<file path="src/rtl/core/ftm_pkg.sv">
// Shared types and constants of the four-track mixer core.
// No dependencies; every other file of the core imports this package.
package ftm_pkg;

  localparam int SAMPLE_W     = 16;
  localparam int LANE_W       = SAMPLE_W + 1;
  localparam int GAIN_W       = 7;
  localparam int MASK_W       = 4;
  localparam int INPUT_TRACKS = 4;
  localparam int PCT_DIVISOR  = 100;
  localparam int BOOST        = 12;
  localparam int MIX_MAX      = 32767;
  localparam int MIX_MIN      = -32768;
  localparam int GAIN_RESET   = 100;

  // Pipeline depths of the scale unit and of the merge path.
  localparam int SCALE_LAT = 4;
  localparam int MERGE_LAT = SCALE_LAT + 2;
  localparam int MIX_LAT   = SCALE_LAT + MERGE_LAT;

  localparam int CFG_INDEX_W = 3;

  localparam logic [CFG_INDEX_W-1:0] REG_TRACK_ENABLE_MASK = 3'd0;
  localparam logic [CFG_INDEX_W-1:0] REG_GAIN_TRACK_ZERO   = 3'd1;
  localparam logic [CFG_INDEX_W-1:0] REG_GAIN_TRACK_ONE    = 3'd2;
  localparam logic [CFG_INDEX_W-1:0] REG_GAIN_TRACK_TWO    = 3'd3;
  localparam logic [CFG_INDEX_W-1:0] REG_GAIN_TRACK_THREE  = 3'd4;
  localparam logic [CFG_INDEX_W-1:0] REG_MASTER_GAIN       = 3'd5;

  typedef struct packed {
    logic signed [SAMPLE_W-1:0] sample_track_zero;
    logic signed [SAMPLE_W-1:0] sample_track_one;
    logic signed [SAMPLE_W-1:0] sample_track_two;
    logic signed [SAMPLE_W-1:0] sample_track_three;
    logic                       loop_end;
  } frame_t;

  typedef struct packed {
    logic signed [SAMPLE_W-1:0] mix_out;
    logic                       level_valid;
    logic [SAMPLE_W-1:0]        level_peak;
  } result_t;

  // Mixed sample handed from the merge path to the meter.
  typedef struct packed {
    logic                       vld;
    logic                       loop_end;
    logic signed [SAMPLE_W-1:0] mix;
  } mix_beat_t;

endpackage

</file>
<file path="src/rtl/core/ftm_pct_scale.sv">
// Pipelined percent scaler: q = (x * gain) / 100, truncated toward zero.
// Depends on ftm_pkg; used by every track lane and by the master stage.
module ftm_pct_scale import ftm_pkg::*; #(
  parameter int W = 16
) (
  input  logic                clk,
  input  logic                en,
  input  logic signed [W-1:0] x,
  input  logic [GAIN_W-1:0]   gain,
  output logic signed [W:0]   q
);

  // |x * gain| < 2^(W+6), so M magnitude bits; reciprocal error stays below one.
  localparam int M = W + 6;
  localparam logic [W-1:0] RECIP = W'((64'd1 << M) / PCT_DIVISOR);

  logic signed [W+7:0] prod_a;
  logic [M-1:0]        mag_b;
  logic                neg_b;
  logic [M-1:0]        mag_c;
  logic [M+W-1:0]      mk_c;
  logic                neg_c;

  logic signed [W+7:0] gain_s;
  logic [W+7:0]        mag_full;
  logic [W-1:0]        q0;
  logic [M:0]          rem;
  logic [W-1:0]        quot;

  assign gain_s   = (W+8)'($signed({1'b0, gain}));
  assign mag_full = prod_a[W+7] ? (W+8)'(-prod_a) : (W+8)'(prod_a);

  always_comb begin
    q0   = mk_c[M+W-1:M];
    rem  = {1'b0, mag_c} - (M+1)'(q0) * (M+1)'(PCT_DIVISOR);
    quot = (rem >= (M+1)'(PCT_DIVISOR)) ? q0 + W'(1) : q0;
  end

  always_ff @(posedge clk) begin
    if (en) begin
      prod_a <= (W+8)'(x) * gain_s;
      neg_b  <= prod_a[W+7];
      mag_b  <= mag_full[M-1:0];
      neg_c  <= neg_b;
      mag_c  <= mag_b;
      mk_c   <= (M+W)'(mag_b) * (M+W)'(RECIP);
      q      <= neg_c ? -$signed({1'b0, quot}) : $signed({1'b0, quot});
    end
  end

endmodule

</file>
<file path="config.mk">
export PLATFORM = sky130hd
export DESIGN_NAME = ftm_pct_scale
export DESIGN_NICKNAME = d
export VERILOG_FILES = /design/src/rtl/core/ftm_pkg.sv /design/src/rtl/core/ftm_pct_scale.sv
export SDC_FILE = /design/constraint.sdc
export NUM_CORES = 1
export LEC_CHECK = 0
export ABC_AREA = 1
export BUFFER_PORTS_ARGS = -buffer_cell sky130_fd_sc_hd__buf_2
export CORE_MARGIN = 10
export CORE_UTILIZATION = 63
export DETAILED_ROUTE_END_ITERATION = 10
export PLACE_DENSITY = 0.81
export SYNTH_ARGS = -nofsm -noshare
export SYNTH_HDL_FRONTEND = slang
export SYNTH_SLANG_ARGS = --single-unit
</file>
<file path="constraint.sdc">
create_clock -name clk -period 7.71 [get_ports clk]
set_input_delay 0.771 -clock clk [delete_from_list [all_inputs] [get_ports clk]]
set_output_delay 0.771 -clock clk [all_outputs]
set_load 0.01 [all_outputs]
</file>
After elaboration in Yosys (flattened, before gate mapping) --
Index checks and enable logic that the tools add are counted. W data, S select, Z words.
Storage, ports and cells: register bits 125, bits in latches 0, bits in writable memories 0, ROM bits 0, input bits 25, output and inout port bits 17, logic and storage cells 19, memories kept 0
Operators by class: add/subtract/negate cells 4, multipliers 3, divide/modulo/power cells 0, order comparisons 1, equality and inequality tests 0, shift-type cells 0, mux-type cells 3, bitwise gates (word level) 0, reduce and logical (&&, ||, !) cells 0
Operators by type and width (number):
- $mul A22 B16 Y38 const B | 1
- $mux W16 | 2
- $mul A16 B8 Y24 | 1
- $ge A23 B7 Y1 const B | 1
- $sub A22 B23 Y23 | 1
- $mux W22 | 1
- $neg A22 Y22 | 1
- $mul A16 B5 Y21 const B | 1
- $neg A16 Y17 | 1
- $add A16 B1 Y16 const B | 1

Longest topological paths before layout --
depth in word-level cells 6, mapped depth 43, depth with buffers taken out 43

Worst setup path before layout --
Ideal clock, no wire load.
kind flip-flop to flip-flop, start point register mk_c[24], end point register q[4] (data pin), setup time 254 ps, arrival 5561 ps, required time 7456 ps, slack 1895 ps, stages on the path, launching flop included 40, buffers on the path 0, clock period less this slack 5815 ps, path through edfxtp_1 ha_1 ha_1 fa_1 ha_1 a21oi_1 nand2_1 a21oi_1 nor2_1 o21ai_0 nand2_1 nand2_1 nand2_1 nand2_1 nand2_1 a21oi_1 o21ai_0 nand2_1 (+4 left out) ha_1 inv_1 nor3_2 and2_1 nand3_1 nand3_1 nand2_1 nand2_2 nand3_1 nor2_2 nand2_1 nand2_1 nand2_1 ha_1 or2_2 o21ai_1 xnor2_1 inv_1
Between the ends: longest elaborated chain between the ends 6, elaborated cells on any way between the ends 7, classes of those cells add/sub: 3; mul: 1; order compare: 1; mux: 2
Ends and longest elaborated chain:
- from (decl) | RTL line ftm_pct_scale.sv:21 | logic [M+W-1:0] mk_c;
- from (signal assigned) | RTL line ftm_pct_scale.sv:46 | mk_c <= (M+W)'(mag_b) * (M+W)'(RECIP);
- $mul A16 B5 Y21 | RTL line ftm_pct_scale.sv:35 | rem = {1'b0, mag_c} - (M+1)'(q0) * (M+1)'(PCT_DIVISOR);
- $sub A22 B23 Y23 | RTL line ftm_pct_scale.sv:35
- $ge A23 B7 Y1 | RTL line ftm_pct_scale.sv:36 | quot = (rem >= (M+1)'(PCT_DIVISOR)) ? q0 + W'(1) : q0;
- $mux W16 * | RTL line ftm_pct_scale.sv:36
- $neg A16 Y17 | RTL line ftm_pct_scale.sv:47 | q <= neg_c ? -$signed({1'b0, quot}) : $signed({1'b0, quot});
- $mux W16 * | RTL line ftm_pct_scale.sv:47
- to (signal assigned) | RTL line ftm_pct_scale.sv:47
- to (decl) | RTL line ftm_pct_scale.sv:10 | output logic signed [W:0] q
Every way passes the cells marked *; elsewhere a longest branch is shown, timed or not. A chain may end at the register's enable or synchronous reset.

Worst setup path after layout --
Same ends and word-level chain as after synthesis.

==> qor.yml <==
cp.required_ns: 7.84
yosys_warnings: 0
tns_ns: 0
yosys.area.top_type_share_pct: 26.8
cts_hold_buf: 0
ys_ff_latch: 102
finClkSkew_ns: 0.0164
start_util_pct: 63.8
grt_use_met1_pct: 27.2
clock_sinks: 102
grt_pass1_wl_um: 69400
yosysMostFrequentCell: "inv_1"
rr_worst_depth: 39
regArea_um2: 3060
numCtsBuffers: 9
grt_pass1_vias: 14600
drt.antenna.violating_nets: 0
antenna_found_initial: 0
relSlewSlack_pct: 43.1
path_clk_slew_ns: 0.08
diodes: 0
multi_input_area_um2: 13200
reg2reg_to: "q[4]"
cp-endpoint: "q[4]"
gp_congestion: 0.949
rrSetupSlack_ns: 1.16
path_buf_inv: 2
cp_slowest_cell: "fa_1"
startpoint: "mk_c[24]"
yosysSeqAreaShare_pct: 16.8
rsz0062_at_grt: "false"
syn_area_per_cell_um2: 8.74
grt.busiest_layer: "met2"
start_kind: "flop"
period_share_pct: 85.0
drc_errors: 0
vias: 13600
post-cts-setup-buffers: 0
gr-total-overflow: 0
ys.flop_type: "edfxtp_1"
ys_top_cells_by_area: "fa_1 27%, ha_1 21%, edfxtp_1 17%"
port_buffers: 41
crit_path_end_kind: "flop"
finalSetupViolations: 0
path_depth: 39
use_met3_pct: 2.30
slew_viol_final: 0
wl_per_cell_um: 16.1
timing.rr.start: "mk_c[24]"
syn_inst: 2090
cts-htree-levels: 3
hold_path.class: "flop to flop"
outcome: "complete, no violations"
fp-row-count: 62
synth-edff-count: 102
dp_hpwl_um: 35100
yosysUniqueCellTypes: 48
arrival_ns: 6.68
ys_async_sr_fraction_pct: 0
root_buffer: "clkbuf_16"
grt_max_degree: 70
nets: 2696
final_layout_size_suffix_gt1_share_pct: 4.88
grt_use_met2_pct: 44.2
period_needed_ns: 6.55
wl_um: 40600
synth_fp_nets: 2660
clockBufferDepth: 2
die_h_um: 190
max_cap_violations: 0
coreArea_um2: 28600
via_per_inst: 5.40
die_w_um: 190
syn_to_final_growth_pct: 5.10
yosysTopAreaCell: "fa_1"
crit_fanout: 6
tightest_slew_ns: 0.854
fill_cells: 2239
initialDrtViolationCount: 753
critPathMaxStageDelay_ns: 0.49
grt_usage_pct: 23.6
cts_tree: "built"
die_area_um2: 36200
insertion_delay_ns: 0.36
crit_family: "simple AND/OR/NAND/NOR gates"
boundaryPins: 42
synthTopCellsByCount: "502 x inv_1, 421 x nand2_1, 300 x ha_1"
drtPass1Iterations: 6
syn_area_um2: 18300
criticalPathCategory: "flop to flop"
hold_violations: 0
crit_top_cell: "nand2_1"
ctsResizeCount: 0
fmax_mhz: 153
==> state kept, by name, indices dropped and copies added, names as in the netlist <==
name and flops:
mag_c 22, q 17, neg_b 1, neg_c 1
mk_c 16, mag_b 22, prod_a 23
==> placed cells by master, fill, tap and decap left out, drive strengths merged <==
master,count
inv,508
nand2,439
ha,300
fa,245
edfxtp,102
nor2,94
a21oi,82
nand3,82
xor2,59
buf,43
xnor2,35
o21ai,35
nand4,19
nor3,17
clkbuf,9
a31oi,8
clkinv,8
nand3b,6
or2,6
o21a,5
o21bai,5
a21boi,5
a211oi,3
nor4,3
and2,2
a21o,2
o31ai,2
nor3b,2
o2111ai,1
o221a,1
o311ai,1
o211ai,1
bufinv,1
==> layer usage <==
metal  share of wire, %  wire length, um
met1                 40            16400
met5                  0                0
met4                3.3             1340
met2                 53            21600
met3                3.2             1280
==> through the flow <==
step / setup slack (ns) / std cells / instance area, um^2 / utilization (%) / hold slack (ns)
2_1_floorplan: 1.89 / 2090 / 18300 / - / 0.400
3_3_place_gp: 1.43 / 2499 / 18900 / 66.0 / 0.406
3_5_place_dp: 1.21 / 2499 / 18900 / 66.0 / 0.411
4_1_cts: 1.20 / 2515 / 19200 / 67.1 / 0.428
5_1_grt: 0.517 / 2515 / 19200 / 67.1 / 0.434
6_report: 1.16 / 2515 / 19200 / 67.1 / 0.426
==> logic make-up after synthesis <==
kind of cell    share of synthesized area [%]
buf+inv                                  10.9
xor+xnor                                 4.51
simple gates                             15.9
flops                                    16.8
compound gates                           4.60
fa+ha+maj                                47.4
==> layout make-up <==
cell class	instances	share of cell area, %
Multi-Input combinational cell	1460	68.8
Clock buffer	9	1.17
Tap cell	384	2.50
Clock inverter	7	0.417
Sequential cell	102	15.9
Inverter	510	9.97
Timing Repair Buffer	43	1.16
==> worst min path at each step <==
stage | startpoint | endpoint | cells past startpoint | slack, ns
2_1_floorplan | neg_b | neg_c | 0 | 0.40
3_3_place_gp | neg_b | neg_c | 0 | 0.41
3_5_place_dp | neg_b | neg_c | 0 | 0.41
4_1_cts | neg_b | neg_c | 0 | 0.43
5_1_grt | neg_b | neg_c | 0 | 0.43
6_report | neg_b | neg_c | 0 | 0.43
Power is not shown: default switching activity piles up to over one toggle a cycle in this logic, so the estimate is an artifact.
