$ cat src/rtl/core/ftm_pkg.sv
// Shared types and constants of the four-track mixer core.
// No dependencies; every other file of the core imports this package.
package ftm_pkg;

  localparam int SAMPLE_W     = 16;
  localparam int LANE_W       = SAMPLE_W + 1;
  localparam int GAIN_W       = 7;
  localparam int MASK_W       = 4;
  localparam int INPUT_TRACKS = 4;
  localparam int PCT_DIVISOR  = 100;
  localparam int BOOST        = 12;
  localparam int MIX_MAX      = 32767;
  localparam int MIX_MIN      = -32768;
  localparam int GAIN_RESET   = 100;

  // Pipeline depths of the scale unit and of the merge path.
  localparam int SCALE_LAT = 4;
  localparam int MERGE_LAT = SCALE_LAT + 2;
  localparam int MIX_LAT   = SCALE_LAT + MERGE_LAT;

  localparam int CFG_INDEX_W = 3;

  localparam logic [CFG_INDEX_W-1:0] REG_TRACK_ENABLE_MASK = 3'd0;
  localparam logic [CFG_INDEX_W-1:0] REG_GAIN_TRACK_ZERO   = 3'd1;
  localparam logic [CFG_INDEX_W-1:0] REG_GAIN_TRACK_ONE    = 3'd2;
  localparam logic [CFG_INDEX_W-1:0] REG_GAIN_TRACK_TWO    = 3'd3;
  localparam logic [CFG_INDEX_W-1:0] REG_GAIN_TRACK_THREE  = 3'd4;
  localparam logic [CFG_INDEX_W-1:0] REG_MASTER_GAIN       = 3'd5;

  typedef struct packed {
    logic signed [SAMPLE_W-1:0] sample_track_zero;
    logic signed [SAMPLE_W-1:0] sample_track_one;
    logic signed [SAMPLE_W-1:0] sample_track_two;
    logic signed [SAMPLE_W-1:0] sample_track_three;
    logic                       loop_end;
  } frame_t;

  typedef struct packed {
    logic signed [SAMPLE_W-1:0] mix_out;
    logic                       level_valid;
    logic [SAMPLE_W-1:0]        level_peak;
  } result_t;

  // Mixed sample handed from the merge path to the meter.
  typedef struct packed {
    logic                       vld;
    logic                       loop_end;
    logic signed [SAMPLE_W-1:0] mix;
  } mix_beat_t;

endpackage

$ cat src/rtl/core/ftm_pct_scale.sv
// Pipelined percent scaler: q = (x * gain) / 100, truncated toward zero.
// Depends on ftm_pkg; used by every track lane and by the master stage.
module ftm_pct_scale import ftm_pkg::*; #(
  parameter int W = 16
) (
  input  logic                clk,
  input  logic                en,
  input  logic signed [W-1:0] x,
  input  logic [GAIN_W-1:0]   gain,
  output logic signed [W:0]   q
);

  // |x * gain| < 2^(W+6), so M magnitude bits; reciprocal error stays below one.
  localparam int M = W + 6;
  localparam logic [W-1:0] RECIP = W'((64'd1 << M) / PCT_DIVISOR);

  logic signed [W+7:0] prod_a;
  logic [M-1:0]        mag_b;
  logic                neg_b;
  logic [M-1:0]        mag_c;
  logic [M+W-1:0]      mk_c;
  logic                neg_c;

  logic signed [W+7:0] gain_s;
  logic [W+7:0]        mag_full;
  logic [W-1:0]        q0;
  logic [M:0]          rem;
  logic [W-1:0]        quot;

  assign gain_s   = (W+8)'($signed({1'b0, gain}));
  assign mag_full = prod_a[W+7] ? (W+8)'(-prod_a) : (W+8)'(prod_a);

  always_comb begin
    q0   = mk_c[M+W-1:M];
    rem  = {1'b0, mag_c} - (M+1)'(q0) * (M+1)'(PCT_DIVISOR);
    quot = (rem >= (M+1)'(PCT_DIVISOR)) ? q0 + W'(1) : q0;
  end

  always_ff @(posedge clk) begin
    if (en) begin
      prod_a <= (W+8)'(x) * gain_s;
      neg_b  <= prod_a[W+7];
      mag_b  <= mag_full[M-1:0];
      neg_c  <= neg_b;
      mag_c  <= mag_b;
      mk_c   <= (M+W)'(mag_b) * (M+W)'(RECIP);
      q      <= neg_c ? -$signed({1'b0, quot}) : $signed({1'b0, quot});
    end
  end

endmodule

$ cat src/rtl/core/ftm_merge.sv
// Merge stage: sums the lane results, applies master gain, boosts and saturates.
// Depends on ftm_pkg and ftm_pct_scale.
module ftm_merge import ftm_pkg::*; #(
  parameter int LANES = 4
) (
  input  logic                                  clk,
  input  logic                                  en,
  input  logic [GAIN_W-1:0]                     master_gain,
  input  logic [LANES-1:0][LANE_W-1:0]          lane_q,
  output logic signed [SAMPLE_W-1:0]            mix
);

  localparam int SW = LANE_W + $clog2(LANES);
  localparam int BW = SW + 5;

  logic signed [SW-1:0] acc;
  logic signed [SW-1:0] sum;
  logic signed [SW:0]   mq;
  logic signed [BW-1:0] ext;
  logic signed [BW-1:0] boosted;
  logic signed [SAMPLE_W-1:0] sat;

  always_comb begin
    acc = '0;
    for (int i = 0; i < LANES; i++) begin
      acc = acc + SW'($signed(lane_q[i]));
    end
  end

  always_ff @(posedge clk) begin
    if (en) begin
      sum <= acc;
    end
  end

  ftm_pct_scale #(.W(SW)) u_master (
    .clk  (clk),
    .en   (en),
    .x    (sum),
    .gain (master_gain),
    .q    (mq)
  );

  // times twelve as two shifted adds, then clamp to the sample range
  always_comb begin
    ext     = BW'(mq);
    boosted = (ext <<< 3) + (ext <<< 2);
    if (boosted > BW'(MIX_MAX)) begin
      sat = SAMPLE_W'(MIX_MAX);
    end else if (boosted < BW'(MIX_MIN)) begin
      sat = SAMPLE_W'(MIX_MIN);
    end else begin
      sat = boosted[SAMPLE_W-1:0];
    end
  end

  always_ff @(posedge clk) begin
    if (en) begin
      mix <= sat;
    end
  end

endmodule

$ cat config.mk
export PLATFORM = sky130hd
export DESIGN_NAME = ftm_merge
export DESIGN_NICKNAME = d
export VERILOG_FILES = /design/src/rtl/core/ftm_pkg.sv /design/src/rtl/core/ftm_pct_scale.sv /design/src/rtl/core/ftm_merge.sv
export SDC_FILE = /design/constraint.sdc
export NUM_CORES = 1
export LEC_CHECK = 0
export BUFFER_PORTS_ARGS = -buffer_cell sky130_fd_sc_hd__buf_2
export CAP_MARGIN = 20
export CORE_MARGIN = 1
export CORE_UTILIZATION = 52
export CTS_CLUSTER_SIZE = 14
export DETAILED_ROUTE_END_ITERATION = 6
export PLACE_DENSITY = 0.68
export SYNTH_ARGS = -nofsm -noshare
export SYNTH_HDL_FRONTEND = slang
export SYNTH_SLANG_ARGS = --single-unit
$ cat constraint.sdc
create_clock -name clk -period 8.4 [get_ports clk]
set_input_delay 1.68 -clock clk [delete_from_list [all_inputs] [get_ports clk]]
set_output_delay 1.68 -clock clk [all_outputs]
set_load 0.02 [all_outputs]
# After elaboration in Yosys (flattened, before gate mapping)
# Index checks and enable logic that the tools add are counted.
# totals
out_inout_bits	16
inputBits	77
ff_bits	175
# op_classes
order_cmp	3
n_addsub	8
muxes	4
mul	3
# ops
cell	n
multiplier 25 x 16 -> 41 bit, second input constant	1
2-to-1 mux 19 bit	2
multiplier 19 x 8 -> 27 bit	1
greater-or-equal comparator 26 x 7 -> 1 bit, second input constant	1
subtractor 25 x 26 -> 26 bit	1
2-to-1 mux 25 bit	1
negation 25 bit	1
adder 23 x 22 -> 24 bit	1
greater-than comparator 24 x 16 -> 1 bit, second input constant	1
< comparator 24 x 16 -> 1 bit, second input constant	1
multiplier 19 x 5 -> 24 bit, second input constant	1
negation 19 -> 20 bit	1
adder 18 x 17 -> 19 bit	1
adder 19 x 1 -> 19 bit, second input constant	1
adder 19 x 17 -> 19 bit	1
adder 17 x 17 -> 18 bit	1
2-to-1 mux 16 bit	1

# Depth between registers and ports, before layout
# logic_depth
word_depth	6
ltp_mapped	36

# By module
# From an unflattened synthesis, not the netlist that was laid out.
# unflattened
hier_cells	2380
area_unflattened_um2	24116.9
# by_module_without_submodules
module	seq_area_each_um2	area_each_um2	cells_each	n_inst
ftm_pct_scale	3453.3	20255.7	1976	1
ftm_merge	1021.0	3861.2	404	1

# Worst setup path before layout
# No wires, ideal clock.
# synth_path
path_kind	register to register
startpoint	register u_master.mk_c[27]
endpoint	register u_master.q[19] (data pin)
setup_time_ns	0.254
period_less_slack_ns	7.401
setup_slack_ns	0.999
required_time_ns	8.146
stages_incl_launch_ff	30
arrival_time_ns	7.146
path_cell_list	edfxtp_1 -> ha_1 -> ha_1 -> fa_1 -> ha_1 -> nor2b_1 -> o21ai_0 -> a21oi_1 -> o21ai_0 -> a21boi_0 -> o21ai_0 -> a21boi_0 -> o31ai_1 -> a21oi_1 -> or2_2 -> ha_1 -> clkbuf_1 -> nand2_1 -> o21ai_1 -> a211oi_1 -> a32o_1 -> o32ai_1 -> nor4b_4 -> o211a_1 -> buf_6 -> o21a_1 -> nor4_1 -> or4b_4 -> or4_1 -> o21a_1
# synth_between
elab_chain_len	5
elab_cells_between_ends	6
# synth_lines
element	line_no	source
start: declaration	ftm_pct_scale.sv:21	logic [M+W-1:0] mk_c;
start signal: assignment	ftm_pct_scale.sv:46	mk_c <= (M+W)'(mag_b) * (M+W)'(RECIP);
multiplier 19 x 5 -> 24 bit	ftm_pct_scale.sv:35	rem = {1'b0, mag_c} - (M+1)'(q0) * (M+1)'(PCT_DIVISOR);
subtractor 25 x 26 -> 26 bit	ftm_pct_scale.sv:35	
greater-or-equal comparator 26 x 7 -> 1 bit	ftm_pct_scale.sv:36	quot = (rem >= (M+1)'(PCT_DIVISOR)) ? q0 + W'(1) : q0;
2-to-1 mux 19 bit (*)	ftm_pct_scale.sv:36	
negation 19 -> 20 bit (*)	ftm_pct_scale.sv:47	q <= neg_c ? -$signed({1'b0, quot}) : $signed({1'b0, quot});
end signal: assignment	ftm_pct_scale.sv:47	
end: declaration	ftm_pct_scale.sv:10	output logic signed [W:0] q
# Mark *: on every way between the ends. The rest lies on a longest branch, timed or not.
# A chain may end at the register's enable or synchronous reset.

# Final worst setup path
# layout_path
startpoint	register u_master.mk_c[28]
endpoint	register u_master.q[19] (data pin)
# Same word-level chain as after synthesis.

==> reports/results.txt <==
Place WS: 0.03049 ns
Port Buffers: 92
grt met3 use: 3.588%
Worst-Margin Slew: 1.048 ns
layout cells sized above 1: 7.735%
sequential share of the synthesized area: 19.16%
clock root cell: clkbuf_16
Slew HR: 30.14%
row cnt: 77
dpl hpwl: 40710 µm
mapped cell area: 23350 µm²
drt initial violations: 750
Synth async-reset ratio: 0%
DR vias/cell: 5.438
slowest CP cell: or4_1
Detailed Routing Iterations Pass 1: 5
Max Cap Viol: 0
CP Capture Type: flop
Core ar.: 44220 µm²
r2r endpoint: u_master.q[19]$_SDFFCE_PN0P_
average size of a mapped cell: 10.40 µm²
worst setup path start: u_master.mk_c[28]$_DFFE_PP_
die span in x: 213.9 µm
startpoint types: flop
Main synth FF type: edfxtp_1
worst min path class: reg2reg
CP max stage delay: 0.53 ns
M2 GR Usage: 44.36%
register bit total from synthesis: 149
CTS Buffer Depth: 2
WS Path Type: reg2reg
GRT Total Usage: 23.35%
Initial Util: 52.80%
CP arrival: 8.18 ns
Setup WS post-layout: 0.4774 ns
DRT Wirelength: 48970 µm
multi-input logic area: 17300 µm²
Nets: 3109
remaining antenna violation count: 0
flop-to-flop setup slack: 0.48 ns
GP Congestion: 0.8638
number of global-route vias before repair: 17402
diode count: 0
I/O pin cnt: 93
Sink Count: 149
Register Area: 4474 µm²
final hold vios: 0
H-tree depth: 4
Cell variety after synth: 81
Setup violations, final: 0
# DRC: 0
GR Util met1: 26.66%
Crit path required time: 8.65 ns
final slew viol count: 0
fillcell total: 3795
Num CTS Buffers: 17
worst clock skew: 0.01989 ns
largest net degree at the start of global routing: 79
DR vias: 16015
Die Ht: 213.9 µm
cell count after synthesis: 2245
Yosys Warn Count: 0
cells on worst reg2reg path: 31
grt peak-use layer: met2
CTS tree: built
Max Fclk: 126.2 MHz
wire length per cell: 16.63 µm
Die ar.: 45750 µm²
fin crit period: 7.923 ns
GRT overflow: 0
ratio of final minimum period to clock period: 94.32%
hold buffers post-CTS: 0
worst-skew pair later-pin latency: 0.50 ns
crit path to: u_master.q[19]$_SDFFCE_PN0P_
status: finished clean
area growth from synthesis to layout: 8.065%
RR Startpoint: u_master.mk_c[28]$_DFFE_PP_
EDFF count, synth: 149
net count after synthesis: 3014
Crit Path Max Fanout: 5
global-route wire length before repair: 82680 µm
Clock Pin Slew Worst Setup and Hold Paths: 0.07 ns
antenna violations before repair: 0
repair_timing:
item / CTS / global route
pin swaps: 0 / 4
setup buffers: 0 / 7
setup endpoints to repair: 2 / 13
endpoints found under the hold margin: 0 / 0
resized for setup: 1 / 19
registers in the layout, indices dropped and copies added (netlist names):
signal / cells
u_master.mag_c: 23
mix: 15
u_master.mag_b: 25
sum: 19
u_master.q: 20
u_master.prod_a: 26
u_master.neg_b: 1
u_master.neg_c: 1
u_master.mk_c: 19
layer usage:
metal,vias up,part of all wire [%]
met5,-,0
li1,7717,-
met1,8021,41
met3,55,2.5
met2,222,54
met4,0,2.0
area by class of cell:
type | count | share of cell area, %
Clock buffer | 17 | 1.686
Timing Repair Buffer | 113 | 2.475
Inverter | 393 | 5.847
Tap cell | 592 | 2.936
Sequential cell | 149 | 17.73
Clock inverter | 15 | 0.7538
Multi-Input combinational cell | 1666 | 68.57
metrics by stage:
step                      area (µm²)  utilization [%]  hold slack (ns)  instances  setup TNS, ns
final                          25230            57.06           0.4842       2945              0
after global routing           25230            57.06           0.4909       2945        -0.1507
after CTS                      25100            56.77           0.4790       2937              0
after detailed placement       24480            55.36           0.4633       2905              0
after global placement         24480            55.36           0.4486       2905              0
after floorplan                23350                -           0.4003       2245              0
worst min-delay path by stage:
stage,from,slack (ns),to,cells after the start
6_report,u_master.prod_a[0]$_DFFE_PP_,0.48,u_master.mag_b[0]$_DFFE_PP_,0
5_1_grt,u_master.prod_a[0]$_DFFE_PP_,0.49,u_master.mag_b[0]$_DFFE_PP_,0
4_1_cts,u_master.prod_a[0]$_DFFE_PP_,0.48,u_master.mag_b[0]$_DFFE_PP_,0
3_5_place_dp,u_master.prod_a[0]$_DFFE_PP_,0.46,u_master.mag_b[0]$_DFFE_PP_,0
3_3_place_gp,u_master.prod_a[0]$_DFFE_PP_,0.45,u_master.mag_b[0]$_DFFE_PP_,0
2_1_floorplan,u_master.neg_b$_DFFE_PP_,0.40,u_master.neg_c$_DFFE_PP_,0
cell families after synthesis:
logic type               share of synthesized area (%)
XOR/XNOR                                         5.289
flip-flops                                       19.16
buffers and inverters                            7.047
multiplexers                                    0.4394
AND/OR/NAND/NOR                                  10.92
adder cells (fa/ha/maj)                          47.47
AO/OA/AOI/OAI                                    9.668
placed cells by master (no fill, tap or decap), types with 7 or more instances in the layout:
| cell | n |
|---|---|
| clkbuf_16 | 17 |
| fa_1 | 323 |
| a211oi_1 | 13 |
| a21boi_0 | 9 |
| or4_1 | 7 |
| nor3_1 | 30 |
| ha_1 | 368 |
| a21oi_1 | 78 |
| nand2b_1 | 20 |
| nand2_1 | 116 |
| or3_1 | 16 |
| o21a_1 | 20 |
| o21ai_1 | 12 |
| and3_1 | 10 |
| nand3_1 | 25 |
| nand4_1 | 9 |
| xnor2_1 | 108 |
| nor2b_1 | 16 |
| buf_4 | 21 |
| or2_2 | 9 |
| buf_2 | 91 |
| and2_1 | 104 |
| a31oi_1 | 10 |
| nor2_1 | 90 |
| edfxtp_1 | 149 |
| o31ai_1 | 13 |
| inv_1 | 393 |
| a21o_1 | 44 |
| mux2i_1 | 7 |
| o21ai_0 | 61 |
| xor2_1 | 33 |
critical path: cells and delay by family (launching register included):
family	cells	cell delay, ns
AOI/OAI and AO/OA	16	2.97
xor gates and xnor gates	1	0.13
adders and majority gates	5	1.82
and+or+nand+nor	9	2.29
DFF	1	0.49
cells in the mapped netlist, types with 10 or more instances:
cell type / count / area share, %
nor2_1: 90 / 1.4
a21o_1: 44 / 1.4
a21oi_1: 79 / 1.7
and3_1: 10 / 0.27
a211oi_1: 13 / 0.42
or3_1: 16 / 0.43
nand2b_1: 20 / 0.54
xnor2_1: 108 / 4.1
o21ai_0: 66 / 1.4
nand2_1: 116 / 1.9
and2_1: 104 / 2.8
o31ai_1: 14 / 0.45
edfxtp_1: 149 / 19
xor2_1: 33 / 1.2
o21a_1: 20 / 0.64
nand3_1: 25 / 0.54
inv_1: 393 / 6.3
ha_1: 369 / 20
nor2b_1: 16 / 0.43
fa_1: 323 / 28
a31oi_1: 10 / 0.27
clkbuf_1: 26 / 0.42
nor3_1: 30 / 0.64
Power is left out: the tool's default activity adds up to more than one toggle a clock period on the data nets, which glitch-free logic cannot reach.
