### src/rtl/core/ftm_pkg.sv
// Shared types and constants of the four-track mixer core.
// No dependencies; every other file of the core imports this package.
package ftm_pkg;

  localparam int SAMPLE_W     = 16;
  localparam int LANE_W       = SAMPLE_W + 1;
  localparam int GAIN_W       = 7;
  localparam int MASK_W       = 4;
  localparam int INPUT_TRACKS = 4;
  localparam int PCT_DIVISOR  = 100;
  localparam int BOOST        = 12;
  localparam int MIX_MAX      = 32767;
  localparam int MIX_MIN      = -32768;
  localparam int GAIN_RESET   = 100;

  // Pipeline depths of the scale unit and of the merge path.
  localparam int SCALE_LAT = 4;
  localparam int MERGE_LAT = SCALE_LAT + 2;
  localparam int MIX_LAT   = SCALE_LAT + MERGE_LAT;

  localparam int CFG_INDEX_W = 3;

  localparam logic [CFG_INDEX_W-1:0] REG_TRACK_ENABLE_MASK = 3'd0;
  localparam logic [CFG_INDEX_W-1:0] REG_GAIN_TRACK_ZERO   = 3'd1;
  localparam logic [CFG_INDEX_W-1:0] REG_GAIN_TRACK_ONE    = 3'd2;
  localparam logic [CFG_INDEX_W-1:0] REG_GAIN_TRACK_TWO    = 3'd3;
  localparam logic [CFG_INDEX_W-1:0] REG_GAIN_TRACK_THREE  = 3'd4;
  localparam logic [CFG_INDEX_W-1:0] REG_MASTER_GAIN       = 3'd5;

  typedef struct packed {
    logic signed [SAMPLE_W-1:0] sample_track_zero;
    logic signed [SAMPLE_W-1:0] sample_track_one;
    logic signed [SAMPLE_W-1:0] sample_track_two;
    logic signed [SAMPLE_W-1:0] sample_track_three;
    logic                       loop_end;
  } frame_t;

  typedef struct packed {
    logic signed [SAMPLE_W-1:0] mix_out;
    logic                       level_valid;
    logic [SAMPLE_W-1:0]        level_peak;
  } result_t;

  // Mixed sample handed from the merge path to the meter.
  typedef struct packed {
    logic                       vld;
    logic                       loop_end;
    logic signed [SAMPLE_W-1:0] mix;
  } mix_beat_t;

endpackage

### src/rtl/core/ftm_meter.sv
// Windowed peak meter and output register of the mixer.
// Depends on ftm_pkg for the beat and result types.
module ftm_meter import ftm_pkg::*; #(
  parameter int WINDOW_LEN   = 120,
  parameter int LEVEL_STRIDE = 4
) (
  input  logic      clk,
  input  logic      rst,
  input  logic      step,
  input  mix_beat_t beat,
  output logic      out_vld,
  output result_t   res
);

  localparam int PW = (LEVEL_STRIDE > 1) ? $clog2(LEVEL_STRIDE) : 1;
  localparam int XW = $clog2(WINDOW_LEN + 1);

  logic [XW-1:0]       pos;
  logic [PW-1:0]       phase;
  logic [SAMPLE_W-1:0] peak;

  logic [XW-1:0]       pos_next;
  logic [PW-1:0]       phase_next;
  logic [SAMPLE_W-1:0] peak_next;
  logic [SAMPLE_W:0]   mag_ext;
  logic [SAMPLE_W-1:0] mag;
  logic                closed;

  always_comb begin
    mag_ext    = beat.mix[SAMPLE_W-1] ? -{1'b1, beat.mix} : {1'b0, beat.mix};
    mag        = mag_ext[SAMPLE_W-1:0];
    peak_next  = (phase == '0 && mag > peak) ? mag : peak;
    pos_next   = pos + XW'(1);
    phase_next = (phase == PW'(LEVEL_STRIDE - 1)) ? '0 : phase + PW'(1);
    closed     = (pos_next >= XW'(WINDOW_LEN)) || beat.loop_end;
  end

  always_ff @(posedge clk) begin
    if (rst) begin
      out_vld <= 1'b0;
      pos     <= '0;
      phase   <= '0;
      peak    <= '0;
    end else if (step) begin
      out_vld <= beat.vld;
      if (beat.vld) begin
        if (closed) begin
          pos   <= '0;
          phase <= '0;
          peak  <= '0;
        end else begin
          pos   <= pos_next;
          phase <= phase_next;
          peak  <= peak_next;
        end
      end
    end
  end

  always_ff @(posedge clk) begin
    if (step) begin
      res.mix_out     <= beat.mix;
      res.level_valid <= closed;
      res.level_peak  <= closed ? peak_next : '0;
    end
  end

endmodule
### config.mk
export PLATFORM = sky130hd
export DESIGN_NAME = ftm_meter
export DESIGN_NICKNAME = d
export VERILOG_FILES = /design/src/rtl/core/ftm_pkg.sv /design/src/rtl/core/ftm_meter.sv
export SDC_FILE = /design/constraint.sdc
export NUM_CORES = 1
export LEC_CHECK = 0
export BUFFER_PORTS_ARGS = -buffer_cell sky130_fd_sc_hd__buf_2
export CORE_MARGIN = 3
export CORE_UTILIZATION = 45
export CTS_BUF_LIST = sky130_fd_sc_hd__clkbuf_8 sky130_fd_sc_hd__clkbuf_16
export DETAILED_ROUTE_END_ITERATION = 7
export PLACE_DENSITY = 0.75
export SLEW_MARGIN = 0
export SYNTH_ARGS = -nofsm -noshare
export SYNTH_HDL_FRONTEND = slang
export SYNTH_SLANG_ARGS = --single-unit
export TNS_END_PERCENT = 1
### constraint.sdc
create_clock -name clk -period 3.8 [get_ports clk]
set_input_delay 0.57 -clock clk [delete_from_list [all_inputs] [get_ports clk]]
set_output_delay 0.57 -clock clk [all_outputs]
set_load 0.005 [all_outputs]
# Yosys cells after proc, flatten, opt, wreduce, memory -nomap -nowiden
# Cells that the tools add are included.
[totals]
register_bits = 59
latchBits = 0
ram_bits = 0
rom_bits = 0
inputBits = 21
out_inout_bits = 34
n_memories = 0
[op_classes]
add_sub_neg = 3
mul = 0
div = 0
magnitude_cmp = 2
n_eq_ne = 1
n_shift = 0
mux = 6
bitwise_logic = 0
n_reduce_logical = 4
[ops]
columns = ["cell", "count"]
rows = [
  ["$mux W16", 3],
  ["$gt A16 B16 Y1", 1],
  ["$neg A16 Y16", 1],
  ["$add A7 B1 Y7 const B", 1],
  ["$ge A7 B7 Y1 const B", 1],
  ["$mux W7", 1],
  ["$mux W2", 2],
  ["$add A2 B1 Y2 const B", 1],
  ["$eq A2 B2 Y1 const B", 1],
  ["$logic_not A2 Y1", 1],
  ["$reduce_and A2 Y1", 1],
  ["$logic_and A1 B1 Y1", 1],
  ["$logic_or A1 B1 Y1", 1],
]

# Longest topological paths before layout
# Gate-level depths: netlist of run 1.
[depth]
depth_word = 6
ltp_mapped = 14

# Worst setup path after synthesis of run 1
# No wires, ideal clock.
[synth_timing]
path_kind = "input -> register"
from = "in beat[4] in the netlist's numbering"
to = "reg res[13] in the netlist's numbering, data pin"
arrival_ps = 3372
path_slack_ps = 162
stages = 12
n_path_buf = 1
cell_sequence = "nor4_2 -> nand3_1 -> o31a_1 -> xnor2_1 -> inv_1 -> ha_1 -> nand4_1 -> or4_1 -> a21o_1 -> a31oi_4 -> buf_2 -> a211oi_1"
[synth_via]
elab_chain_cells = 5
[synth_rtl]
columns = ["element", "line_no", "text"]
rows = [
  ["start, declared", "ftm_meter.sv:10", "input mix_beat_t beat,"],
  ["$neg A16 Y16", "ftm_meter.sv:30", "mag_ext = beat.mix[SAMPLE_W-1] ? -{1'b1, beat.mix} : {1'b0, beat.mix};"],
  ["$mux W16 *", "ftm_meter.sv:30", ""],
  ["$gt A16 B16 Y1", "ftm_meter.sv:32", "peak_next = (phase == '0 && mag > peak) ? mag : peak;"],
  ["$logic_and A1 B1 Y1", "ftm_meter.sv:32", ""],
  ["$mux W16 *", "ftm_meter.sv:32", ""],
  ["end, declared", "ftm_meter.sv:12", "output result_t res"],
]
# Every way passes the cells marked *; elsewhere a longest branch is shown, timed or not.
# A chain may end at the register's enable or synchronous reset.

# Final worst setup path of run 1
[layout_timing]
from = "in beat[10] in the netlist's numbering"
to = "reg res[0] in the netlist's numbering, data pin"
[layout_via]
elab_chain_cells = 5
[layout_rtl]
columns = ["element", "line_no"]
rows = [
  ["$neg A16 Y16", "ftm_meter.sv:30"],
  ["$mux W16 *", "ftm_meter.sv:30"],
  ["$gt A16 B16 Y1 *", "ftm_meter.sv:32"],
  ["$logic_and A1 B1 Y1 *", "ftm_meter.sv:32"],
  ["$mux W16 *", "ftm_meter.sv:32"],
]
# Marks and branches as above.

==> impl_metrics.env, run 1 <==
export IMPL_yosys_top_cells_area="edfxtp_1, dfxtp_1, ha_1"
export IMPL_worst_slew_pin_slew_ps=728.3
export IMPL_synth_top_family_by_area="compound AO/OA/AOI/OAI gates"
export IMPL_period_needed_ps=3606
export IMPL_fin_util=0.5807
export IMPL_portBuffers=54
export IMPL_fin_skew_ps=7.428
export IMPL_grt_max_degree=43
export IMPL_clock_sinks=59
export IMPL_hold_buffers=0
export IMPL_area_growth_pct=22.13
export IMPL_synth_largest_area_cell="edfxtp_1"
export IMPL_drive_gt1_frac=0.3467
export IMPL_critPathArrivalTime_ps=3680
export IMPL_maxSlewHeadroom=0.5145
export IMPL_io_pin_count=55
export IMPL_coreArea_um2=6944
export IMPL_final_setup_worst_slack_ps=193.6
export IMPL_drtPass1Iterations=4
export IMPL_synth_common_cells="inv_1, edfxtp_1, dfxtp_1"
export IMPL_yosysMostFrequentCell="inv_1"
export IMPL_clkSlewWorstSetupHoldPaths_ps=70
export IMPL_worstPathRequired_ps=3880
export IMPL_post_cts_repair_setup_buffers=0
export IMPL_hpwlAfterDp_um=5319
export IMPL_clk_latency_ps=340
export IMPL_seq_power_share=0.475
export IMPL_nets=434
export IMPL_power_leakage_uw=0.001620
export IMPL_dieArea_um2=8402
export IMPL_fin_crit_sh=0.9491
export IMPL_yosys_most_used_dff="edfxtp_1"
export IMPL_synth_top_area_frac=0.3001
export IMPL_status="completed"
export IMPL_synth_xor_area_frac=0.03448
export IMPL_placed_cell_area_um2=3870
export IMPL_path_max_fanout=9
export IMPL_syn_area_um2=3302
export IMPL_power_density_nw_per_um2=383.0
export IMPL_reg2reg_to="res[0]"
export IMPL_crit_end="res[0]"
export IMPL_async_reset_ff_frac=0
export IMPL_grt_pass1_wl_um=11910
export IMPL_end_kind="register"
export IMPL_fin_area_um2=4033
export IMPL_vias=2619
export IMPL_nFillCells=604
export IMPL_yosys_warnings=0
export IMPL_fp_row_count=30
export IMPL_ant_nets=0
export IMPL_start_util=0.4755
export IMPL_drcViolationCount=0
export IMPL_path_class="input port to register"
export IMPL_wirelength_um=7319
export IMPL_cts_max_level=3
export IMPL_cts_root_buf="clkbuf_8"
export IMPL_viasPerCell=5.302
export IMPL_p_sw_uw=439.9
export IMPL_cts_made_buffers=9
export IMPL_r2r_slack_ps=1240
export IMPL_p_clk_frac=0.301
export IMPL_synth_area_per_cell_um2=10.65
export IMPL_cts_tree="built"
export IMPL_r2r_start="peak[10]"
export IMPL_dp_slack_ps=-210.1
export IMPL_place_gp_congestion=0.8487
export IMPL_track_usage=0.1803
export IMPL_synthesis_nets=351
export IMPL_ff2ff_path_depth=9
export IMPL_die_x_um=91.66
export IMPL_yosys_register_bits=59
export IMPL_overflow=0
export IMPL_synth_distinct_cells=53
export IMPL_p_int_uw=1104
export IMPL_antenna_cells=0
export IMPL_rsz0062_at_grt="false"
export IMPL_hold_violations=0
export IMPL_antenna_found_initial=0
export IMPL_wire_per_inst_um=14.82
export IMPL_yosysSeqAreaShare=0.4577
export IMPL_drtIter0Drc=108
export IMPL_die_y_um=91.66
export IMPL_clockBufferDepth=2
export IMPL_power_frac_comb=0.224
export IMPL_drv_slew=0
export IMPL_maxCapViolCount=0
export IMPL_crit_path_start_kind="input port"
export IMPL_fmax_mhz=277.3
export IMPL_min_path_type="input port to register"
export IMPL_finalSetupTns_ps=0
export IMPL_synthSimpleGateAreaFrac=0.1584
export IMPL_grt_pass1_vias=2551
export IMPL_synth_edf_count=33
export IMPL_synth_mux_area_frac=0.009094
export IMPL_synthesis_instances=310
export IMPL_setup_violations=0
export IMPL_synth_compound_area_frac=0.1940
export IMPL_swShare=0.2848
export IMPL_yosys_area_share_adder=0.07579
export IMPL_worstSetupStartpoint="beat[10]"
export IMPL_vdd_drop_max_mv=0.2708
-- through the flow --
step                      cells  power (uW)  hold WS, ps
after floorplan             310       948.3        448.6
after global placement      478        1082        460.3
after detailed placement    478        1092        466.2
after CTS                   494        1557        438.0
after global routing        494        1626        439.7
final                       494        1544        448.3
-- area by class of cell --
class | count | area, um^2 | area share
clock buffer | 9 | 123.9 | 0.03072
sequential | 59 | 1511 | 0.3748
tap | 96 | 120.1 | 0.02979
multi-input combinational | 200 | 1567 | 0.3885
inverter | 36 | 137.6 | 0.03413
timing repair buffer | 87 | 543.0 | 0.1347
clock inverter | 7 | 30.03 | 0.007446
-- state kept, by name, indices dropped and copies added, names as in the netlist --
| register | flops |
|---|---|
| res | 33 |
| peak | 16 |
| out_vld | 1 |
| phase | 2 |
| pos | 7 |
-- worst min path at each step --
stage / startpoint / to / slack, ps / cells past startpoint
after floorplan: phase[1] / phase[1] / 450 / 2
after global placement: phase[1] / phase[1] / 460 / 2
after detailed placement: out_vld / out_vld / 470 / 2
after CTS: beat[7] / res[24] / 440 / 1
after global routing: beat[7] / res[24] / 440 / 1
final: beat[7] / res[24] / 450 / 1
-- layout by cell type, fill, tap and decap left out, types with 2 or more instances in the layout --
cell type | Yosys | layout
dfxtp_1 | 26 | 26
a211oi_2 | 11 | 11
clkinv_2 | 0 | 3
nor3_1 | 3 | 3
ha_1 | 20 | 20
nand4b_1 | 2 | 2
o32ai_2 | 6 | 6
buf_4 | 0 | 31
nand2b_1 | 7 | 7
or3_1 | 3 | 3
xor2_1 | 6 | 6
edfxtp_1 | 33 | 33
a31oi_1 | 2 | 2
or4_1 | 4 | 4
inv_1 | 35 | 38
nand4_1 | 4 | 4
a211oi_1 | 3 | 3
nor4_1 | 2 | 2
o32ai_1 | 10 | 10
xnor2_1 | 7 | 7
nand2_1 | 16 | 16
a21oi_1 | 17 | 17
or2_2 | 12 | 12
buf_12 | 0 | 2
nor2b_1 | 2 | 2
nor2_1 | 22 | 22
buf_2 | 4 | 54
o41ai_1 | 2 | 2
mux2i_1 | 3 | 3
clkbuf_8 | 0 | 9
o21ai_0 | 10 | 10
nand3_1 | 6 | 6
-- timing repair --
item | 4_1_cts | 5_1_grt
endpoints found under the hold margin | 0 | 0
resized for setup | 0 | 1
setup endpoints to repair | 0 | 21
-- worst max-delay path, cell delays in order --
cell,delay (ps)
buf_2,110
or3_1,390
or4_1,430
o21ai_0,210
xnor2_1,110
ha_1,330
nand4_1,140
or4_1,480
a21o_1,210
a31oi_4,210
buf_4,220
mux2i_1,210
nor2_1,60
-- cell families after synthesis --
logic type	after synthesis
flops	59
simple gates	92
fa+ha+maj	20
xor+xnor	13
buf+inv	51
mux	3
compound gates	72
-- power by group through the flow --
stage	combinational (uW)	clock, uW	sequential, uW
after floorplan	196	0	752
after global placement	336	0	747
after detailed placement	345	0	748
after CTS	347	476	734
after global routing	383	506	736
final	346	465	733
-- metal layers --
layer / global-route usage / wire length (um) / vias up
li1: - / - / 1296
met1: 0.2110 / 3158 / 1259
met2: 0.3147 / 3763 / 52
met3: 0.04102 / 260 / 12
met4: 0.07789 / 138 / 0
met5: 0 / 0 / -
No activity file was read; power rests on OpenSTA's default activity.
==> run 2: changes to the inputs <==
--- a/config.mk
+++ b/config.mk
@@ -6,11 +6,13 @@
 export NUM_CORES = 1
 export LEC_CHECK = 0
 export BUFFER_PORTS_ARGS = -buffer_cell sky130_fd_sc_hd__buf_2
+export CORE_ASPECT_RATIO = 0.75
 export CORE_MARGIN = 3
 export CORE_UTILIZATION = 45
 export CTS_BUF_LIST = sky130_fd_sc_hd__clkbuf_8 sky130_fd_sc_hd__clkbuf_16
 export DETAILED_ROUTE_END_ITERATION = 7
 export PLACE_DENSITY = 0.75
+export RECOVER_POWER = 25
 export SLEW_MARGIN = 0
 export SYNTH_ARGS = -nofsm -noshare
 export SYNTH_HDL_FRONTEND = slang
==> run 2 against run 1 <==
Effect of this change: the flow now finishes with violations (max-capacitance violations, max-slew violations); critical path depth increased by 2; final cell count grew 0.40%; non-clock buffer count shrank 1; critical path type unchanged; largest cell class unchanged; largest power group unchanged; highest routed layer unchanged.
==> impl_metrics.env, run 2 (synthesis gave the netlist of run 1 again) <==
export IMPL_overflow=0
export IMPL_grt_pass1_wl_um=12460
export IMPL_clkSlewWorstSetupHoldPaths_ps=60
export IMPL_maxSlewHeadroom=-0.1545
export IMPL_start_util=0.4743
export IMPL_place_gp_congestion=0.9200
export IMPL_ant_nets=0
export IMPL_hpwlAfterDp_um=5383
export IMPL_status="finished with violations"
export IMPL_clk_latency_ps=330
export IMPL_dp_cells=479
export IMPL_layout_commonest_cell="buf_2"
export IMPL_cts_root_buf="clkbuf_8"
export IMPL_fin_crit_sh=0.9523
export IMPL_vdd_drop_max_mv=0.1747
export IMPL_drive_gt1_frac=0.3166
export IMPL_die_y_um=80.19
export IMPL_cpPeakStageDelay_ps=510
export IMPL_largest_register_ffs=33
export IMPL_clockBufferDepth=2
export IMPL_drtPass1Iterations=4
export IMPL_maxCapViolCount=1
export IMPL_path_max_fanout=5
export IMPL_antenna_cells=0
export IMPL_wirelength_um=7705
export IMPL_hold_violations=0
export IMPL_crit_path_start_kind="input port"
export IMPL_wire_per_inst_um=15.53
export IMPL_cts_made_buffers=9
export IMPL_period_needed_ps=3619
export IMPL_largest_register="res"
export IMPL_cts_max_level=3
export IMPL_fin_util=0.5829
export IMPL_worst_path_buf_inv=4
export IMPL_drtIter0Drc=193
export IMPL_grt_max_degree=43
export IMPL_setup_violations=0
export IMPL_crit_top_cell="nand4_1"
export IMPL_final_cell_mix="buf_2, inv_1, edfxtp_1"
export IMPL_grt_busiest_layer="met2"
export IMPL_finalSetupTns_ps=0
export IMPL_globalRouteMet3Util=0.04900
export IMPL_clock_sinks=59
export IMPL_fin_skew_ps=8.827
export IMPL_cts_tree="built"
export IMPL_critical_path_top_delay_family="simple AND/OR/NAND/NOR gates"
export IMPL_placed_cell_area_um2=3852
export IMPL_fmax_mhz=276.3
export IMPL_met2_usage=0.2983
export IMPL_antenna_found_initial=0
export IMPL_vias=2652
export IMPL_cpMaxStageDelayCell="or4_4"
export IMPL_fp_row_count=26
export IMPL_min_path_type="register to register"
export IMPL_power_total_uw=1613
export IMPL_power_density_nw_per_um2=397.5
export IMPL_end_kind="register"
export IMPL_fin_area_um2=4058
export IMPL_portBuffers=54
export IMPL_final_cells=496
export IMPL_violations="max-capacitance violations, max-slew violations"
export IMPL_drv_slew=33
export IMPL_coreArea_um2=6962
export IMPL_grt_use_met1=0.2511
export IMPL_viasPerCell=5.347
export IMPL_track_usage=0.1881
export IMPL_area_growth_pct=22.89
export IMPL_r2r_slack_ps=1250
export IMPL_path_class="input port to register"
export IMPL_io_pin_count=55
export IMPL_die_x_um=104.9
export IMPL_grt_pass1_vias=2524
export IMPL_worstPathRequired_ps=4040
export IMPL_crit_chain="buf_2 -> nor4_4 -> buf_4 -> nand4_1 -> o21ai_2 -> xor2_2 -> inv_1 -> ha_1 -> nand4_1 -> or4_4 -> a21o_1 -> a31oi_4 -> buf_6 -> nand3_2 -> o32ai_1"
export IMPL_reg_top3="res x33, peak x16, pos x7"
export IMPL_nFillCells=605
export IMPL_critPathArrivalTime_ps=3850
export IMPL_drcViolationCount=0
export IMPL_power_leakage_uw=0.001583
export IMPL_nets=435
export IMPL_worst_slew_pin_slew_ps=1732
export IMPL_dieArea_um2=8412
[run 2: cell types whose count changed in the layout (fill, tap and decap cells not counted), sizes merged]
cell and delta:
clkinv -2, bufinv +1, o21a +1, clkbuf +18
nand3 +1, buf -19
[run 2: cell type report]
class / count / area [um^2] / share of cell area
Multi-Input combinational cell: 202 / 1613 / 0.3975
Sequential cell: 59 / 1511 / 0.3725
Clock buffer: 9 / 123.9 / 0.03053
Timing Repair Buffer: 86 / 498.0 / 0.1227
Clock inverter: 6 / 51.30 / 0.01264
Inverter: 36 / 137.6 / 0.03392
Tap cell: 98 / 122.6 / 0.03022
[run 2: path summary, 6_finish.rpt]
kind | endpoint | from | cells after the start
worst max-delay path | peak[14] | beat[4] | 15
worst min-delay path | out_vld | out_vld | 2
worst max register to register | phase[0] | pos[0] | 8
worst min register to register | out_vld | out_vld | 2
[run 2: power by group]
group	internal (uW)	switching, uW	total (uW)	leakage, uW
combinational	159	200	359	0.000940
clock	289	230	519	0.000103
sequential	722	12.3	735	0.000540
total	1170	442	1610	0.00158
[run 2: timing repair]
| item | 4_1_cts | 5_1_grt |
|---|---|---|
| hold buffers | 0 | 0 |
| buffers inserted | 0 | 0 |
| endpoints found under the setup margin | 0 | 32 |
| resized for setup | 0 | 12 |
[run 2: metal layers]
layer | up-vias | wire, um
li1 | 1299 | -
met5 | - | 0
met2 | 85 | 3404
met1 | 1258 | 3610
met4 | 0 | 147
met3 | 10 | 542
[run 2: worst reg2reg max path, stage by stage (launching register included)]
cell	delay, ps
dfxtp_1	400
ha_1	270
nand3_2	140
o21ai_0	320
a221oi_4	160
nor2_8	440
inv_4	110
or4_1	490
a21oi_1	150
[run 2: stage by stage]
stage               hold WS, ps  setup WS, ps
floorplan                 448.6         162.1
global placement          454.9        -170.9
detailed placement        465.0        -222.1
CTS                       453.4         72.69
global route              508.1        -2.055
finish                    472.0         181.2
